[src/rtl/dgpl_pkg.sv]
// Shared types and constants of the DG positivity limiter.
package dgpl_pkg;

  localparam int unsigned DataW = 32;
  localparam int unsigned ThrW  = 31;
  localparam logic [ThrW-1:0] DryThresholdReset = 31'd66;

  // One input transaction: node values plus the cell means
  typedef struct packed {
    logic signed [DataW-1:0] depth;
    logic signed [DataW-1:0] flow_x;
    logic signed [DataW-1:0] flow_y;
    logic signed [DataW-1:0] mean_depth;
    logic signed [DataW-1:0] mean_flow_x;
    logic signed [DataW-1:0] mean_flow_y;
    logic                    last_node;
  } in_item_t;

  // One result transaction
  typedef struct packed {
    logic signed [DataW-1:0] depth_out;
    logic signed [DataW-1:0] flow_x_out;
    logic signed [DataW-1:0] flow_y_out;
    logic                    last_out;
    logic                    overflow;
  } out_item_t;

  // Node record held in the cell store
  typedef struct packed {
    logic signed [DataW-1:0] depth;
    logic signed [DataW-1:0] flow_x;
    logic signed [DataW-1:0] flow_y;
  } node_t;

  // Controller commands to the datapath
  typedef struct packed {
    logic wr_en;      // store the accepted node
    logic first;      // node is the first of its cell
    logic ld_means;   // capture the cell means
    logic prep;       // classify theta and start the divider
    logic rd_en;      // read one stored node
    logic diff_en;    // form node minus mean
    logic mul_en;     // scale the differences by theta
    logic fin_en;     // round, recombine and present the result
    logic last_flag;  // result closes the cell
    logic ovf_flag;   // cell dropped nodes
  } cmd_t;

  // Datapath status to the controller
  typedef struct packed {
    logic div_done;
  } sts_t;

endpackage

[src/rtl/dgpl_ctrl.sv]
// Controller: node counting, cell sequencing and result timing.
module dgpl_ctrl import dgpl_pkg::*; #(
  parameter int unsigned MAX_NODES = 16,
  parameter int unsigned AW = 4,
  parameter int unsigned CW = 5
) (
  input  logic          clk,
  input  logic          rst_n,
  input  logic          start,
  input  logic          last_node,
  output logic          busy,
  output cmd_t          cmd,
  output logic [AW-1:0] wr_addr,
  output logic [AW-1:0] rd_addr,
  input  sts_t          sts
);

  localparam logic [2:0] S_IDLE = 3'd0;
  localparam logic [2:0] S_PREP = 3'd1;
  localparam logic [2:0] S_DIV  = 3'd2;
  localparam logic [2:0] S_RD   = 3'd3;
  localparam logic [2:0] S_DIFF = 3'd4;
  localparam logic [2:0] S_MUL  = 3'd5;
  localparam logic [2:0] S_FIN  = 3'd6;

  logic [2:0]    state_r, state_nxt;
  logic [CW-1:0] count_r, count_nxt;
  logic [CW-1:0] n_r, n_nxt;
  logic [CW-1:0] idx_r, idx_nxt;
  logic          ovf_seen_r, ovf_seen_nxt;
  logic          ovf_cell_r, ovf_cell_nxt;
  logic          accept;
  logic          room;
  logic          last_res;

  assign accept   = start && (state_r == S_IDLE);
  assign room     = count_r < CW'(MAX_NODES);
  assign last_res = (idx_r + CW'(1)) == n_r;
  assign busy     = state_r != S_IDLE;
  assign wr_addr  = count_r[AW-1:0];
  assign rd_addr  = idx_r[AW-1:0];

  // Sequence the cell
  always_comb begin
    state_nxt    = state_r;
    count_nxt    = count_r;
    n_nxt        = n_r;
    idx_nxt      = idx_r;
    ovf_seen_nxt = ovf_seen_r;
    ovf_cell_nxt = ovf_cell_r;
    cmd          = '0;
    case (state_r)
      S_IDLE: begin
        if (accept) begin
          cmd.wr_en = room;
          cmd.first = count_r == '0;
          if (room) begin
            count_nxt = count_r + CW'(1);
          end else begin
            ovf_seen_nxt = 1'b1;
          end
          if (last_node) begin
            cmd.ld_means = 1'b1;
            n_nxt        = room ? count_r + CW'(1) : count_r;
            ovf_cell_nxt = ovf_seen_r || !room;
            count_nxt    = '0;
            ovf_seen_nxt = 1'b0;
            idx_nxt      = '0;
            state_nxt    = S_PREP;
          end
        end
      end
      S_PREP: begin
        cmd.prep  = 1'b1;
        state_nxt = S_DIV;
      end
      S_DIV: begin
        if (sts.div_done) begin
          state_nxt = S_RD;
        end
      end
      S_RD: begin
        cmd.rd_en = 1'b1;
        state_nxt = S_DIFF;
      end
      S_DIFF: begin
        cmd.diff_en = 1'b1;
        state_nxt   = S_MUL;
      end
      S_MUL: begin
        cmd.mul_en = 1'b1;
        state_nxt  = S_FIN;
      end
      S_FIN: begin
        cmd.fin_en    = 1'b1;
        cmd.last_flag = last_res;
        cmd.ovf_flag  = ovf_cell_r;
        idx_nxt       = idx_r + CW'(1);
        state_nxt     = last_res ? S_IDLE : S_RD;
      end
      default: begin
        state_nxt = S_IDLE;
      end
    endcase
  end

  always_ff @(posedge clk) begin
    if (!rst_n) begin
      state_r    <= S_IDLE;
      count_r    <= '0;
      n_r        <= '0;
      idx_r      <= '0;
      ovf_seen_r <= 1'b0;
      ovf_cell_r <= 1'b0;
    end else begin
      state_r    <= state_nxt;
      count_r    <= count_nxt;
      n_r        <= n_nxt;
      idx_r      <= idx_nxt;
      ovf_seen_r <= ovf_seen_nxt;
      ovf_cell_r <= ovf_cell_nxt;
    end
  end

endmodule

[config.mk]
export PLATFORM = sky130hd
export DESIGN_NAME = dgpl_ctrl
export DESIGN_NICKNAME = d
export VERILOG_FILES = /design/src/rtl/dgpl_pkg.sv /design/src/rtl/dgpl_ctrl.sv
export SDC_FILE = /design/constraint.sdc
export NUM_CORES = 1
export LEC_CHECK = 0
export BUFFER_PORTS_ARGS = -buffer_cell sky130_fd_sc_hd__buf_2
export CORE_UTILIZATION = 48
export CTS_CLUSTER_DIAMETER = 200
export DETAILED_ROUTE_END_ITERATION = 16
export MAX_ROUTING_LAYER = met4
export PLACE_DENSITY = 0.84
export SLEW_MARGIN = 5
export SYNTH_ARGS = -nofsm -noshare
export SYNTH_HDL_FRONTEND = slang
export SYNTH_SLANG_ARGS = --single-unit
[constraint.sdc]
create_clock -name clk -period 1.5 [get_ports clk]
set_input_delay 0.15 -clock clk [delete_from_list [all_inputs] [get_ports clk]]
set_output_delay 0.15 -clock clk [all_outputs]
set_load 0.03 [all_outputs]
; ---- Word level (Yosys, flattened, before mapping)
; Index checks and enable logic that the tools add are counted.
[totals]
regBits = 20
inputBits = 5
wordCells = 52
[op_classes]
addsub = 2
magnitude_cmp = 1
n_eq_ne = 11
n_mux = 20
n_reduce_logical = 12
[op_table]
columns = op, n
row1 = one-hot mux 3 bit (7 select lines), 1
row2 = two-way mux 5 bit, 4
row3 = two-way mux 3 bit, 6
row4 = AND reduction 3 bit, 4
row5 = adder 5 x 1 -> 5 bit (second input constant), 2
row6 = one-hot mux 5 bit (2 select lines), 1
row7 = equality test 3 bit (second input constant), 3
row8 = != test 2 bit (second input constant), 4
row9 = two-way mux 1 bit, 7
row10 = equality test 3 x 2 -> 1 bit (second input constant), 2
row11 = equality test 5 bit, 1
row12 = zero test 5 bit, 1
row13 = < comparator 5 bit (second input constant), 1
row14 = equality test 3 x 1 -> 1 bit (second input constant), 1
row15 = zero test 3 bit, 1
row16 = nonzero test 3 bit, 1
row17 = two-way mux 2 bit, 1
row18 = AND reduction 2 bit, 1
row19 = nonzero test 2 bit, 1
row20 = logical AND 1 bit, 1
row21 = zero test 1 bit, 1
row22 = logical OR 1 bit, 1

; ---- Longest topological paths before layout
[depth]
word_depth = 4
ltp_mapped = 7
depth_no_buf = 6

; ---- Least setup slack after synthesis
; OpenSTA, ideal clock, no wires.
[synth_timing]
path_type = register -> output
startpoint = reg state_r[2]
endpoint = out cmd[8] (netlist bit)
t_arrival_ns = 1.839
setup_slack_ns = -0.489
stages_incl_launch_ff = 5
n_path_buf = 1
cell_sequence = dfxtp_1 buf_6 or4b_4 nor2_1 and3_1
[synth_rtl]
columns = element, line
row1 = start: declaration, dgpl_ctrl.sv:26  ; logic [2:0] state_r, state_nxt;
row2 = start signal: assignment, dgpl_ctrl.sv:116  ; state_r <= state_nxt;
row3 = end: declaration, dgpl_ctrl.sv:12  ; output cmd_t cmd,

==> impl_metrics.yaml <==
clocking:
  clock_insertion_delay_worst_skew_ns: 0.30
  clock_tree.htree_level_count: 1
  clk_root_buffer_cell: "sky130_fd_sc_hd__clkbuf_4"
  cts_tree: "built"
  cts_buffers: 3
  tritoncts_num_sinks: 20
  worst_setup_hold_path_clk_slew_ns: 0.12
  ctsLongestPathBuffers: 2
synth:
  synth-seq-area-share_pct: 33.2
  ys_dominant_reg_cell: "sky130_fd_sc_hd__dfxtp_1"
  synth-edff-count: 0
  ys_warn_count: 0
  yosys.cell_types.count: 44
  syn-mean-instance-area_sq_um: 8.55
  mappedNetlistNets: 149
  synth_seq_cells: 20
  post_synthesis_instance_area_sq_um: 1200
  async_flop_share_pct: 0
  synthCells: 141
finish:
  final_common_cell: "sky130_fd_sc_hd__buf_6"
  n_antenna_cell: 0
  syn2layout_area_growth_pct: 47.2
  finish.cell_count_without_fillers: 211
  design.final.nets: 192
  final_layout_size_suffix_gt1_share_pct: 51.9
  layout.filler_cells: 122
  most_frequent_cells_in_the_layout: "sky130_fd_sc_hd__buf_6, sky130_fd_sc_hd__buf_4, sky130_fd_sc_hd__dfxtp_1, sky130_fd_sc_hd__buf_2, sky130_fd_sc_hd__nand2_1"
power_and_ir_drop:
  sw_frac_of_total_pct: 30.4
  p_leak_nw: 0.819
  internal_power_mw: 0.893
  max-vdd-ir-drop_v: 0.000521
  p_switching_mw: 0.389
  power.clock.fraction_pct: 25.1
  combPwrFrac_pct: 30.1
  seq_power_share_pct: 44.8
  design_power_total_mw: 1.28
  powerDensity_nw_per_um2: 723
global_routing:
  grt_remaining_overflow: 0
  global_route_wire_length_before_repair_um: 5130
  antenna_found_initial: 0
  grt_start_max_net_pins: 20
  grt.total_usage_pct: 27.0
  first_global_vias: 1121
placed_design:
  routability_congestion_estimate: 0.898
  post-place-ws_ns: -0.126
  placed_cells: 191
  port_buffers: 23
  hpwlAfterDp_um: 2030
worst_hold_path:
  worst_hold_path_type: "primary input to flip-flop"
die:
  dieWidth_um: 52.1
  floorplan.initialDensity_pct: 52.5
  design.core.area_sq_um: 2300
  num_rows: 17
  ios: 24
  die_h_um: 52.1
  design.die.area_sq_um: 2710
sta:
  setup_viol: 21
  hold_violations: 0
  timing.fmax_mhz: 551
  timing.setup.tns_ns: -1.78
  unrepaired_setup_endpoints_after_global_routing: "true"
  report.final.slew_viol_count: 0
  max_slew_margin_pct: 74.5
  finalWorstPathRequiredPeriod_ns: 1.81
  worst_pin_slew_ns: 0.382
  worst_slack_ns: -0.315
  timing.clock.skew_ns: 0.00461
  finalCritPeriodShare_pct: 121
route:
  final_antenna_net_count: 0
  finalWirelength_um: 3770
  wire_per_inst_um: 17.9
  routed-via-count: 1266
  violation_count_after_the_first_detailed_routing_iteration: 40
  drc: 0
  dr.pass1.iters: 5
  vias_per_instance: 6.00
setup_path:
  crit_fanout: 2
  crit_chain: "or4b_4 > nor2_4 > and3_4 > buf_6"
  critPathArrivalTime_ns: 1.66
  critical_path.endpoint_type: "output port"
  kind_of_critical_path: "flip-flop to output port"
  worstSetupStartpointType: "flip-flop"
  critical-path-max-stage-delay_ns: 0.57
  crit_slowest_cell: "sky130_fd_sc_hd__or4b_4"
  worst-endpoint-required_ns: 1.35
outcome:
  outcome: "finished, violations left"
  violations_in_the_final_reports: "negative setup slack"
job:
  drv.max_cap_violation_count: 0
-- cells in the mapped netlist (3+ instances only) --
library cell	number	area share, %
sky130_fd_sc_hd__nor2b_1	5	2.6
sky130_fd_sc_hd__o21ai_0	6	2.5
sky130_fd_sc_hd__inv_1	4	1.2
sky130_fd_sc_hd__a21oi_1	4	1.7
sky130_fd_sc_hd__nand2_1	13	4.1
sky130_fd_sc_hd__nor2_1	15	4.7
sky130_fd_sc_hd__buf_4	9	5.6
sky130_fd_sc_hd__ha_1	3	3.1
sky130_fd_sc_hd__xnor2_1	8	5.8
sky130_fd_sc_hd__buf_6	3	2.8
sky130_fd_sc_hd__and2_1	3	1.6
sky130_fd_sc_hd__dfxtp_1	20	33
sky130_fd_sc_hd__a22oi_1	3	1.9
sky130_fd_sc_hd__o211a_1	4	3.3
sky130_fd_sc_hd__xor2_1	3	2.2
sky130_fd_sc_hd__nand3_1	4	1.7
-- cell type report --
cell class	count	area [sq um]	share of cell area [%]
well taps	28	35.0	1.97
multi-input cells	100	808	45.6
inverters	6	31.3	1.76
repair buffers	53	454	25.6
flip-flops and latches	20	409	23.1
clock buffers	4	36.3	2.05
-- flip-flops by register name, indices dropped and copies added (netlist names) --
register / flops
count_r: 5
idx_r: 5
n_r: 5
state_r: 3
ovf_cell_r: 1
ovf_seen_r: 1
-- cells by family (layout without fill, tap and decap cells) --
kind of cell / Yosys count / after routing / synth area share (%)
flops: 20 / 20 / 33.2
simple gates: 59 / 59 / 28.6
mux: 1 / 1 / 0.831
fa+ha+maj: 3 / 3 / 3.12
compound gates: 26 / 26 / 14.8
xor+xnor: 11 / 11 / 8.00
buf+inv: 21 / 63 / 11.4
-- stage by stage --
step	util (%)	area [sq um]	hold slack, ns
global placement	59.4	1370	0.455
global route	77.2	1770	0.233
CTS	69.7	1600	0.216
detailed placement	59.4	1370	0.471
floorplan	-	1220	0.354
finish	77.2	1770	0.236
-- power groups by stage --
stage               sequential [mW]  clock, mW  combinational (mW)
floorplan                     0.578          0               0.188
global placement              0.582          0               0.235
detailed placement            0.582          0               0.245
CTS                           0.571      0.321               0.319
global route                  0.575      0.352               0.404
finish                        0.574      0.322               0.386
-- worst paths after layout --
path / endpoint / slack [ns] / cells after the start / start
max: cmd[8] / -0.31 / 4 / state_r[0]
min: n_r[4] / 0.24 / 2 / rst_n
max reg2reg: state_r[0] / -0.11 / 6 / idx_r[1]
min reg2reg: n_r[0] / 0.51 / 2 / n_r[0]
-- repair_timing --
item                                    CTS  global route
buffers inserted                         11             7
pin swaps                                13            13
cloned                                    0             1
gates resized for setup                  35            40
endpoints found under the setup margin   12            29
hold buffers                              0             0
-- critical path, delay by kind of cell, from the launching register on --
family / cells / cell delay [ns]
buffers and inverters: 1 / 0.12
flip-flops: 1 / 0.35
AND/OR/NAND/NOR: 3 / 0.90
-- per-layer routing --
metal,vias up,share of wire (%),track usage [%]
li1,554,-,-
met1,613,37,30.8
met2,78,52,47.4
met3,21,7.5,4.09
met4,0,3.5,9.91
met5,-,0,-
Power figures use the tool's default switching activity.
